### src/csl_pkg.sv
// Shared constants, token kinds and character classes for the C subset lexer.
package csl_pkg;

    localparam int POS_BITS_DEF   = 16;
    localparam int VALUE_BITS_DEF = 31;

    localparam int MAX_RESULTS = 3;
    localparam int Q_DEPTH     = 4;

    typedef enum logic [2:0] {
        KIND_PUNCT   = 3'd0,
        KIND_NUM     = 3'd1,
        KIND_IDENT   = 3'd2,
        KIND_KEYWORD = 3'd3,
        KIND_END     = 3'd4,
        KIND_BAD     = 3'd5
    } t_token_kind;

    localparam logic [7:0] CH_EQ   = 8'h3d;
    localparam logic [7:0] CH_LT   = 8'h3c;
    localparam logic [7:0] CH_GT   = 8'h3e;
    localparam logic [7:0] CH_BANG = 8'h21;

    // Keywords packed big-end first, right aligned in the six-byte prefix
    localparam logic [47:0] KW_RETURN = 48'h72_65_74_75_72_6e;
    localparam logic [47:0] KW_IF     = 48'h00_00_00_00_69_66;
    localparam logic [47:0] KW_ELSE   = 48'h00_00_65_6c_73_65;
    localparam logic [47:0] KW_WHILE  = 48'h00_77_68_69_6c_65;
    localparam logic [47:0] KW_FOR    = 48'h00_00_00_66_6f_72;

    localparam int KW_RETURN_LEN = 6;
    localparam int KW_IF_LEN     = 2;
    localparam int KW_ELSE_LEN   = 4;
    localparam int KW_WHILE_LEN  = 5;
    localparam int KW_FOR_LEN    = 3;
    localparam int PREFIX_BYTES  = 6;

    function automatic logic is_space(input logic [7:0] c);
        is_space = (c == 8'h20) || ((c >= 8'h09) && (c <= 8'h0d));
    endfunction

    function automatic logic is_digit(input logic [7:0] c);
        is_digit = (c >= 8'h30) && (c <= 8'h39);
    endfunction

    function automatic logic is_ident_head(input logic [7:0] c);
        is_ident_head = ((c >= 8'h61) && (c <= 8'h7a)) ||
                        ((c >= 8'h41) && (c <= 8'h5a)) || (c == 8'h5f);
    endfunction

    function automatic logic is_single(input logic [7:0] c);
        case (c) inside
            8'h2b, 8'h2d, 8'h2a, 8'h2f, 8'h28, 8'h29, 8'h3b,
            8'h7b, 8'h7d, 8'h2c, 8'h3c, 8'h3e, 8'h3d: is_single = 1'b1;
            default: is_single = 1'b0;
        endcase
    endfunction

endpackage

### src/csl_token_fifo.sv
// Small result queue: takes up to three tokens per cycle, hands out one per cycle while the reader is ready.
module csl_token_fifo #(
    parameter int DATA_W = 80
) (
    input  logic              i_clk,
    input  logic              i_rst_n,
    input  logic [1:0]        i_push_cnt,
    input  logic [DATA_W-1:0] i_push_data [csl_pkg::MAX_RESULTS],
    output logic              o_room,
    output logic              o_out_valid,
    input  logic              i_out_ready,
    output logic [DATA_W-1:0] o_out_data
);
    localparam int DEPTH = csl_pkg::Q_DEPTH;
    localparam int PTR_W = $clog2(DEPTH);
    localparam int CNT_W = $clog2(DEPTH + 1);

    logic [DATA_W-1:0] r_mem [DEPTH];
    logic [PTR_W-1:0]  r_head, r_tail, n_head, n_tail;
    logic [CNT_W-1:0]  r_count, n_count;
    logic              pop;

    assign o_out_valid = (r_count != '0);
    assign o_out_data  = r_mem[r_head];
    assign o_room      = (r_count <= CNT_W'(DEPTH - csl_pkg::MAX_RESULTS));
    assign pop         = o_out_valid && i_out_ready;

    always_comb begin
        n_head  = pop ? r_head + PTR_W'(1) : r_head;
        n_tail  = r_tail + PTR_W'(i_push_cnt);
        n_count = r_count + CNT_W'(i_push_cnt) - CNT_W'(pop);
    end

    always_ff @(posedge i_clk) begin
        for (int i = 0; i < csl_pkg::MAX_RESULTS; i++) begin
            if (i < int'(i_push_cnt)) begin
                r_mem[r_tail + PTR_W'(i)] <= i_push_data[i];
            end
        end
    end

    always_ff @(posedge i_clk) begin
        if (!i_rst_n) begin
            r_head  <= '0;
            r_tail  <= '0;
            r_count <= '0;
        end else begin
            r_head  <= n_head;
            r_tail  <= n_tail;
            r_count <= n_count;
        end
    end

endmodule

### src/csl_scan_core.sv
// Input register and scanner state: classifies one byte per cycle into tokens while the result queue has room.
module csl_scan_core #(
    parameter int POS_BITS   = csl_pkg::POS_BITS_DEF,
    parameter int VALUE_BITS = csl_pkg::VALUE_BITS_DEF,
    parameter int TOK_W      = 3 + 2 * POS_BITS + VALUE_BITS + 8 + 1
) (
    input  logic             i_clk,
    input  logic             i_rst_n,
    input  logic             i_in_valid,
    output logic             o_in_ready,
    input  logic [7:0]       i_text_byte,
    input  logic             i_end_of_text,
    input  logic             i_room,
    output logic [1:0]       o_push_cnt,
    output logic [TOK_W-1:0] o_push_data [csl_pkg::MAX_RESULTS]
);
    typedef enum logic [2:0] {
        MODE_IDLE  = 3'd0,
        MODE_PUNCT = 3'd1,
        MODE_NUM   = 3'd2,
        MODE_IDENT = 3'd3,
        MODE_ERROR = 3'd4
    } t_scan_mode;

    typedef struct packed {
        csl_pkg::t_token_kind  kind;
        logic [POS_BITS-1:0]   start;
        logic [POS_BITS-1:0]   length;
        logic [VALUE_BITS-1:0] value;
        logic [7:0]            punct;
        logic                  last;
    } t_tok;

    // input word register
    logic       r_in_valid;
    logic [7:0] r_byte;
    logic       r_last;

    // scanner state
    t_scan_mode            r_mode, n_mode;
    logic [POS_BITS-1:0]   r_start, n_start;
    logic [POS_BITS-1:0]   r_len, n_len;
    logic [VALUE_BITS-1:0] r_accum, n_accum;
    logic [47:0]           r_prefix, n_prefix;
    logic [7:0]            r_punct, n_punct;
    logic [POS_BITS-1:0]   r_offset, n_offset;

    logic                  fire;
    logic                  used;
    logic                  va, vm, ve;
    t_tok                  tok_a, tok_m, tok_e;
    t_tok                  slot [csl_pkg::MAX_RESULTS];
    logic [1:0]            cnt;
    logic [3:0]            digit;
    logic [VALUE_BITS+3:0] acc_x10;

    function automatic logic [POS_BITS-1:0] sat_inc(input logic [POS_BITS-1:0] v);
        sat_inc = (v == '1) ? v : v + POS_BITS'(1);
    endfunction

    function automatic logic is_kw(input logic [47:0] p, input logic [POS_BITS-1:0] len);
        is_kw = ((len == POS_BITS'(csl_pkg::KW_RETURN_LEN)) && (p == csl_pkg::KW_RETURN)) ||
                ((len == POS_BITS'(csl_pkg::KW_IF_LEN))     && (p == csl_pkg::KW_IF))     ||
                ((len == POS_BITS'(csl_pkg::KW_ELSE_LEN))   && (p == csl_pkg::KW_ELSE))   ||
                ((len == POS_BITS'(csl_pkg::KW_WHILE_LEN))  && (p == csl_pkg::KW_WHILE))  ||
                ((len == POS_BITS'(csl_pkg::KW_FOR_LEN))    && (p == csl_pkg::KW_FOR));
    endfunction

    function automatic t_tok mk(input csl_pkg::t_token_kind k,
                                input logic [POS_BITS-1:0] s,
                                input logic [POS_BITS-1:0] l,
                                input logic [VALUE_BITS-1:0] v,
                                input logic [7:0] pc);
        t_tok t;
        t.kind   = k;
        t.start  = s;
        t.length = l;
        t.value  = v;
        t.punct  = pc;
        t.last   = 1'b0;
        mk = t;
    endfunction

    assign fire       = r_in_valid && i_room;
    assign o_in_ready = !r_in_valid || i_room;
    assign digit      = r_byte[3:0];
    assign acc_x10    = ({4'b0, r_accum} << 3) + ({4'b0, r_accum} << 1)
                        + (VALUE_BITS + 4)'(digit);

    always_comb begin
        n_mode   = r_mode;
        n_start  = r_start;
        n_len    = r_len;
        n_accum  = r_accum;
        n_prefix = r_prefix;
        n_punct  = r_punct;
        n_offset = r_offset;
        used     = 1'b0;
        va       = 1'b0;
        vm       = 1'b0;
        ve       = 1'b0;
        tok_a    = '0;
        tok_m    = '0;
        tok_e    = '0;

        // continue or close the pending token
        unique case (r_mode)
            MODE_ERROR: used = 1'b1;
            MODE_PUNCT: begin
                va = 1'b1;
                if (r_byte == csl_pkg::CH_EQ) begin
                    tok_a  = mk(csl_pkg::KIND_PUNCT, r_start, POS_BITS'(2), '0, r_punct);
                    n_mode = MODE_IDLE;
                    used   = 1'b1;
                end else if (r_punct == csl_pkg::CH_BANG) begin
                    tok_a  = mk(csl_pkg::KIND_BAD, r_start, POS_BITS'(1), '0, r_punct);
                    n_mode = MODE_ERROR;
                    used   = 1'b1;
                end else begin
                    tok_a  = mk(csl_pkg::KIND_PUNCT, r_start, POS_BITS'(1), '0, r_punct);
                    n_mode = MODE_IDLE;
                end
            end
            MODE_NUM: begin
                if (csl_pkg::is_digit(r_byte)) begin
                    if (acc_x10[VALUE_BITS+3:VALUE_BITS] != '0) begin
                        n_accum = '1;
                    end else begin
                        n_accum = acc_x10[VALUE_BITS-1:0];
                    end
                    n_len = sat_inc(r_len);
                    used  = 1'b1;
                end else begin
                    va     = 1'b1;
                    tok_a  = mk(csl_pkg::KIND_NUM, r_start, r_len, r_accum, 8'h00);
                    n_mode = MODE_IDLE;
                end
            end
            MODE_IDENT: begin
                if (csl_pkg::is_ident_head(r_byte) || csl_pkg::is_digit(r_byte)) begin
                    if (r_len < POS_BITS'(csl_pkg::PREFIX_BYTES)) begin
                        n_prefix = {r_prefix[39:0], r_byte};
                    end
                    n_len = sat_inc(r_len);
                    used  = 1'b1;
                end else begin
                    va     = 1'b1;
                    tok_a  = mk(is_kw(r_prefix, r_len) ? csl_pkg::KIND_KEYWORD
                                                       : csl_pkg::KIND_IDENT,
                                r_start, r_len, '0, 8'h00);
                    n_mode = MODE_IDLE;
                end
            end
            MODE_IDLE: ;
            default: ;
        endcase

        // start something new from this byte
        if (!used) begin
            if (csl_pkg::is_space(r_byte)) begin
                // skip
            end else if ((r_byte == csl_pkg::CH_EQ) || (r_byte == csl_pkg::CH_LT) ||
                         (r_byte == csl_pkg::CH_GT) || (r_byte == csl_pkg::CH_BANG)) begin
                n_mode  = MODE_PUNCT;
                n_punct = r_byte;
                n_start = r_offset;
            end else if (csl_pkg::is_single(r_byte)) begin
                vm    = 1'b1;
                tok_m = mk(csl_pkg::KIND_PUNCT, r_offset, POS_BITS'(1), '0, r_byte);
            end else if (csl_pkg::is_digit(r_byte)) begin
                n_mode  = MODE_NUM;
                n_accum = VALUE_BITS'(digit);
                n_len   = POS_BITS'(1);
                n_start = r_offset;
            end else if (csl_pkg::is_ident_head(r_byte)) begin
                n_mode   = MODE_IDENT;
                n_prefix = {40'b0, r_byte};
                n_len    = POS_BITS'(1);
                n_start  = r_offset;
            end else begin
                vm     = 1'b1;
                tok_m  = mk(csl_pkg::KIND_BAD, r_offset, POS_BITS'(1), '0, r_byte);
                n_mode = MODE_ERROR;
            end
        end

        n_offset = sat_inc(r_offset);

        // final byte: flush what is pending, append end, clear state
        if (r_last) begin
            unique case (n_mode)
                MODE_PUNCT: begin
                    vm    = 1'b1;
                    tok_m = mk((n_punct == csl_pkg::CH_BANG) ? csl_pkg::KIND_BAD
                                                             : csl_pkg::KIND_PUNCT,
                               n_start, POS_BITS'(1), '0, n_punct);
                end
                MODE_NUM: begin
                    vm    = 1'b1;
                    tok_m = mk(csl_pkg::KIND_NUM, n_start, n_len, n_accum, 8'h00);
                end
                MODE_IDENT: begin
                    vm    = 1'b1;
                    tok_m = mk(is_kw(n_prefix, n_len) ? csl_pkg::KIND_KEYWORD
                                                      : csl_pkg::KIND_IDENT,
                               n_start, n_len, '0, 8'h00);
                end
                MODE_IDLE, MODE_ERROR: ;
                default: ;
            endcase
            ve       = 1'b1;
            tok_e    = mk(csl_pkg::KIND_END, n_offset, '0, '0, 8'h00);
            n_mode   = MODE_IDLE;
            n_start  = '0;
            n_len    = '0;
            n_accum  = '0;
            n_prefix = '0;
            n_punct  = '0;
            n_offset = '0;
        end
    end

    // pack valid tokens in order and flag the last one
    always_comb begin
        for (int i = 0; i < csl_pkg::MAX_RESULTS; i++) begin
            slot[i] = '0;
        end
        cnt = 2'd0;
        if (va) begin
            slot[cnt] = tok_a;
            cnt       = cnt + 2'd1;
        end
        if (vm) begin
            slot[cnt] = tok_m;
            cnt       = cnt + 2'd1;
        end
        if (ve) begin
            slot[cnt] = tok_e;
            cnt       = cnt + 2'd1;
        end
        if (cnt != 2'd0) begin
            slot[cnt - 2'd1].last = 1'b1;
        end
        o_push_cnt = fire ? cnt : 2'd0;
        for (int i = 0; i < csl_pkg::MAX_RESULTS; i++) begin
            o_push_data[i] = slot[i];
        end
    end

    always_ff @(posedge i_clk) begin
        if (i_in_valid && o_in_ready) begin
            r_byte <= i_text_byte;
            r_last <= i_end_of_text;
        end
    end

    always_ff @(posedge i_clk) begin
        if (!i_rst_n) begin
            r_in_valid <= 1'b0;
            r_mode     <= MODE_IDLE;
            r_start    <= '0;
            r_len      <= '0;
            r_accum    <= '0;
            r_prefix   <= '0;
            r_punct    <= '0;
            r_offset   <= '0;
        end else begin
            if (o_in_ready) begin
                r_in_valid <= i_in_valid;
            end
            if (fire) begin
                r_mode   <= n_mode;
                r_start  <= n_start;
                r_len    <= n_len;
                r_accum  <= n_accum;
                r_prefix <= n_prefix;
                r_punct  <= n_punct;
                r_offset <= n_offset;
            end
        end
    end

endmodule

### src/c_subset_lexer.sv
// A byte accepted into the input register is scanned there, and the tokens it yields are
// written into the result queue once that has room; the output reads the queue's registers.
// Throughput: one byte per cycle while each byte yields at most one token and the output
// is taken; the four-entry result queue holds input back when fewer than three slots are
// free. A byte giving two or three tokens leaves them queued to be handed out in turn.
// Reset (i_rst_n low, synchronous) empties the queue and returns the scanner to
// idle at offset 0.
module c_subset_lexer #(
    parameter int POS_BITS   = csl_pkg::POS_BITS_DEF,
    parameter int VALUE_BITS = csl_pkg::VALUE_BITS_DEF
) (
    input  logic                  i_clk,
    input  logic                  i_rst_n,
    input  logic                  i_in_valid,
    output logic                  o_in_ready,
    input  logic [7:0]            i_text_byte,
    input  logic                  i_end_of_text,
    output logic                  o_out_valid,
    input  logic                  i_out_ready,
    output logic [2:0]            o_token_kind,
    output logic [POS_BITS-1:0]   o_token_start,
    output logic [POS_BITS-1:0]   o_token_length,
    output logic [VALUE_BITS-1:0] o_number_value,
    output logic [7:0]            o_punct_char,
    output logic                  o_run_last
);
    localparam int TOK_W = 3 + 2 * POS_BITS + VALUE_BITS + 8 + 1;

    logic [1:0]       push_cnt;
    logic [TOK_W-1:0] push_data [csl_pkg::MAX_RESULTS];
    logic             room;
    logic [TOK_W-1:0] out_data;

    csl_scan_core #(
        .POS_BITS   (POS_BITS),
        .VALUE_BITS (VALUE_BITS),
        .TOK_W      (TOK_W)
    ) u_core (
        .i_clk         (i_clk),
        .i_rst_n       (i_rst_n),
        .i_in_valid    (i_in_valid),
        .o_in_ready    (o_in_ready),
        .i_text_byte   (i_text_byte),
        .i_end_of_text (i_end_of_text),
        .i_room        (room),
        .o_push_cnt    (push_cnt),
        .o_push_data   (push_data)
    );

    csl_token_fifo #(
        .DATA_W (TOK_W)
    ) u_fifo (
        .i_clk       (i_clk),
        .i_rst_n     (i_rst_n),
        .i_push_cnt  (push_cnt),
        .i_push_data (push_data),
        .o_room      (room),
        .o_out_valid (o_out_valid),
        .i_out_ready (i_out_ready),
        .o_out_data  (out_data)
    );

    // token word layout: kind, start, length, value, punct, last (bit 0)
    assign o_run_last     = out_data[0];
    assign o_punct_char   = out_data[8:1];
    assign o_number_value = out_data[VALUE_BITS+8:9];
    assign o_token_length = out_data[POS_BITS+VALUE_BITS+8:VALUE_BITS+9];
    assign o_token_start  = out_data[2*POS_BITS+VALUE_BITS+8:POS_BITS+VALUE_BITS+9];
    assign o_token_kind   = out_data[TOK_W-1:TOK_W-3];

endmodule

### config.mk
export PLATFORM = sky130hd
export DESIGN_NAME = c_subset_lexer
export DESIGN_NICKNAME = d
export VERILOG_FILES = /design/src/csl_pkg.sv /design/src/csl_token_fifo.sv /design/src/csl_scan_core.sv /design/src/c_subset_lexer.sv
export SDC_FILE = /design/constraint.sdc
export NUM_CORES = 1
export LEC_CHECK = 0
export ABC_CLOCK_PERIOD_IN_PS = 7550
export BUFFER_PORTS_ARGS = -buffer_cell sky130_fd_sc_hd__buf_2
export CAP_MARGIN = 20
export CORE_MARGIN = 2
export CORE_UTILIZATION = 35
export DETAILED_ROUTE_END_ITERATION = 16
export GPL_TIMING_DRIVEN = 0
export PLACE_DENSITY = 0.5
export SYNTH_ARGS = -nofsm -noshare
export SYNTH_HDL_FRONTEND = slang
export SYNTH_SLANG_ARGS = --single-unit
### constraint.sdc
create_clock -name i_clk -period 7.55 [get_ports i_clk]
set_input_delay 1.51 -clock i_clk [delete_from_list [all_inputs] [get_ports i_clk]]
set_output_delay 1.51 -clock i_clk [all_outputs]
set_load 0.02 [all_outputs]
==> impl.org <==
** Outcome
- Status :: finished clean

** Clock network
- Number of buffers inserted during clock tree synthesis :: 52
- Number of hold buffers added after CTS :: 0
- Clock-pin slew was measured on the worst setup and hold paths at 0.06 ns.
- The clock passes through at most 3 buffers.
- The clock net in this run drives a total of between 400 and 500 sinks.
- The number of setup buffers added after CTS is 0.
- Source-to-sink clock delay at the later pin of the worst-skew pair :: 0.62 ns
- Clock tree from TritonCTS :: built
- Post-cts sizing count :: 0
- Root cell of the clock tree :: sky130_fd_sc_hd__clkbuf_16
- H-tree depth :: 2

** Die
- Die Ht :: around 270 um
- Number of rows created at floorplan :: 98
- Measured along the x axis, the die boundary spans around 270 um.
- Initial core utilization :: 0.353
- The floorplan step defined a die boundary enclosing 74,000 um^2.
- 90 I/O pins were placed.
- Total core area :: slightly above 70,000 um^2

** Power and ir drop
- The share of total power dissipated in combinational logic is 0.285.
- Leakage power :: roughly 9.9 nW
- Worst VDD drop :: 0.157 mV
- For this design the total switching power over the nets is approximately 0.0025 W.
- Overall power of the completed layout :: ~0.0077 W
- Of the total power, the share spent switching nets is 0.331.
- Sequential share of power :: 0.388
- Clock share of power :: 0.327
- Pwr per Cell Area :: about 270 nW/um^2
- Internal power :: between 0.005 and 0.006 W

** Global route
- Via count of the first global-routing pass :: approximately 20,000
- Pin count of the biggest net entering global routing :: 23
- Overflow after GRT :: 0
- The number of antenna violations at the first check in global routing is 1.
- The first global-routing pass estimated approximately 130,000 um of wire.
- Overall Global Routing Usage :: 0.232

** Setup path
- At the worst endpoint, the required time is 7.87 ns.
- The worst setup path is launched from a flop.
- The worst setup path is captured at a flop.
- The critical path is of the reg -> reg type.
- Data arrives at the worst endpoint at roughly 7.3 ns.
- Cells along the critical path :: buf_4, nor3_2, a21oi_2, a31oi_4, buf_6, nand4_2, nor2_1, a21o_1, inv_2, ha_1, a21oi_1, nand2_1, nor3b_1, a21oi_1, nand2_1, clkbuf_1, clkbuf_1, nor2_1
- Grouping stages by cell kind, the critical path spends the most delay in simple AND/OR/NAND/NOR gates.
- Together, buffers and inverters on the worst path number 5.
- Standard cell with the maximum stage delay on the critical path :: sky130_fd_sc_hd__nor3b_1
- In this run the worst path has a maximum fanout of 10.
- For this run, the slowest stage of the critical path takes 0.81 ns.

** Cells and area
- The final layout contains between 2,000 and 3,000 nets.
- Summing all multi-input logic gate instances after layout gives approximately 12,000 um^2.
- In the final layout, the share of cells above drive strength 1 is 0.139.
- The number of antenna diodes in the final layout is 0.
- Fill cells in the final layout number approximately 7,000.
- Area taken by flip-flops and latches :: approximately 12,000 um^2
- Compared with the post-synthesis result, the final layout area differs by 14.9%.

** Synth
- The complex-gate fraction of the synthesized area came to 0.187.
- The synthesized design contains around 310 enable-type register cells.
- Counting every net in the synthesized netlist gives between 2,000 and 2,500.
- Sequential element share of the synthesized area :: 0.487
- Sorting the synthesized cells by area gives the leading types as sky130_fd_sc_hd__edfxtp_1 37%, sky130_fd_sc_hd__dfxtp_1 12%, sky130_fd_sc_hd__mux4_2 6.7%.
- Post-Syn Area :: approximately 25,000 um^2
- Of the post-synthesis cell area, the part taken by muxes is 0.0697.
- Of the total synthesized cell area, the portion taken by XOR and XNOR cells is 0.0164.
- Post-synth ARST share :: 0
- In the synthesized netlist, the number of instances is roughly 2,300.
- Top FF cell, synth :: sky130_fd_sc_hd__edfxtp_1
- Of the total synthesized cell area, the portion taken by AND, OR, NAND and NOR gates is 0.167.
- Number of warning messages in the yosys log :: 0
- Dominant cell by count in the synthesized netlist :: sky130_fd_sc_hd__edfxtp_1
- After synthesis, the most frequently instantiated cells are 309 x sky130_fd_sc_hd__edfxtp_1, 286 x sky130_fd_sc_hd__nor2_1, 176 x sky130_fd_sc_hd__nand2_1.
- Summed over all instances, the cell type with the most area after synthesis is sky130_fd_sc_hd__edfxtp_1.
- The share of synthesized area in the top cell type comes to 0.369.
- Count of different cell masters after synthesis :: approximately 110
- Of the total synthesized cell area, the portion taken by full adders, half adders and majority gates is 0.0392.
- Largest family of logic cells by synthesized area :: compound AO/OA/AOI/OAI gates
- Seq cells post-synth :: between 400 and 500
- Syn Area/Cell :: between 10 and 15 um^2

** Placed design
- Number of buffers added on ports :: between 80 and 90
- Routability Congestion :: about 0.91
- HPWL after detailed placement :: between 60,000 and 70,000 um

** Job
- Max-capacitance violation count :: 0

** Min path
- In this run the worst hold path is classified as reg -> reg.

** Detailed routing
- The detailed router placed approximately 21,000 vias in this run.
- Number of iterations in the first detailed-routing pass :: 6
- In this run, the number of DRC markers left after iteration 0 of detailed routing was 2,308.
- Antenna-violating nets left :: 0
- For this block, the routed nets add up to around 87,000 um of wire.
- In the routed layout, each cell is associated on average with a via count of roughly 6.
- In the routed design, unresolved DRC markers number 0.
- In the final routed layout, each cell accounts on average for around 25 um.

** Timing
- Portion of the clock cycle consumed by the worst path in the final layout :: 0.922
- Unrepaired setup endpoints after global routing :: no
- Count of final hold-check violations :: 0
- At the pin with the least slew margin, the transition time is 1.07 ns.
- Summed over all failing endpoints, the final setup total negative slack is 0 ns.
- Number of slew-limit violations in the final report :: 0
- Max Freq :: 144 MHz
- The smallest clock period supported by the final layout is computed as approximately 7 ns.
- Setup violations remaining at the end of the flow were counted as 0.
- Measured against its own limit, the worst slew margin works out to 0.288.
- Clock skew after layout :: 0.0282 ns
worst reg2reg max path: cells and delay by family, from the launching register on:
kind                       cells  cell delay (ns)
AOI/OAI and AO/OA              5             1.56
DFF                            1             0.46
adders and majority gates      1             0.23
buffers and inverters          5             1.68
and+or+nand+nor                7             2.76
layout by cell type, fill, tap and decap left out, drive strengths merged, types with 75 or more instances in the layout:
cell	netlist	routed
a21oi	75	75
a22oi	127	127
buf	42	147
clkbuf	129	204
dfxtp	148	148
edfxtp	309	309
mux4	75	75
nand2	177	177
nor2	293	293
nor2b	98	98
o21ai	130	130
area by class of cell:
class	instances	area share
Multi-Input combinational cell	1686	0.419
Clock inverter	20	0.00632
Sequential cell	457	0.424
Inverter	33	0.00429
Buffer	171	0.0253
Clock buffer	75	0.0519
Tap cell	950	0.0411
Timing Repair Buffer	106	0.0287
routing by layer:
layer	vias up	GRT usage	routed length [um]
met5	-	0	0
met3	110	0.0303	5420
met4	0	0.0558	2000
met1	10612	0.341	40600
li1	9386	-	-
met2	810	0.360	39300
through the flow:
stage	hold WS, ns	instance area [um^2]	instances	worst slack (ns)	utilization
2_1_floorplan	0.451	25200	2347	0.231	-
3_3_place_gp	0.486	26800	3386	-4.45	0.375
3_5_place_dp	0.492	27200	3402	0.693	0.381
4_1_cts	0.501	28900	3497	0.659	0.405
5_1_grt	0.524	28900	3498	0.0851	0.405
6_report	0.510	28900	3498	0.586	0.405
kinds of logic (layout without fill, tap and decap cells):
| group | after synthesis | in the layout |
|---|---|---|
| AND/OR/NAND/NOR | 831 | 831 |
| XOR/XNOR | 47 | 47 |
| buffers and inverters | 204 | 405 |
| AO/OA/AOI/OAI | 650 | 650 |
| adder cells (fa/ha/maj) | 77 | 77 |
| flip-flops | 457 | 457 |
| multiplexers | 81 | 81 |
registers in the layout, summed over array words and instances (netlist names), 8 cells and up, named ones only:
name / count
u_core.r_offset: 16
u_fifo.r_mem: 300
u_core.r_accum: 31
u_core.r_punct: 8
u_core.r_len: 16
u_core.r_byte: 8
u_core.r_start: 16
u_core.r_prefix: 48
final timing paths:
kind	from	to	slack, ns	cells past startpoint
worst min-delay path	u_core.r_punct[3]	u_core.r_punct[3]	0.51	2
worst max-delay path	u_core.r_byte[3]	u_fifo.r_mem[3][44]	0.59	18
worst max register to register	u_core.r_byte[3]	u_fifo.r_mem[3][44]	0.59	18
worst min register to register	u_core.r_punct[3]	u_core.r_punct[3]	0.51	2
power by group through the flow:
stage | logic (W) | registers, W | clock network [W]
floorplan | 0.00138 | 0.00303 | 0
global placement | 0.00210 | 0.00308 | 0
detailed placement | 0.00219 | 0.00303 | 0
CTS | 0.00220 | 0.00298 | 0.00256
global route | 0.00233 | 0.00299 | 0.00265
finish | 0.00219 | 0.00298 | 0.00251
Note: power is estimated with default switching activity, not from simulation.
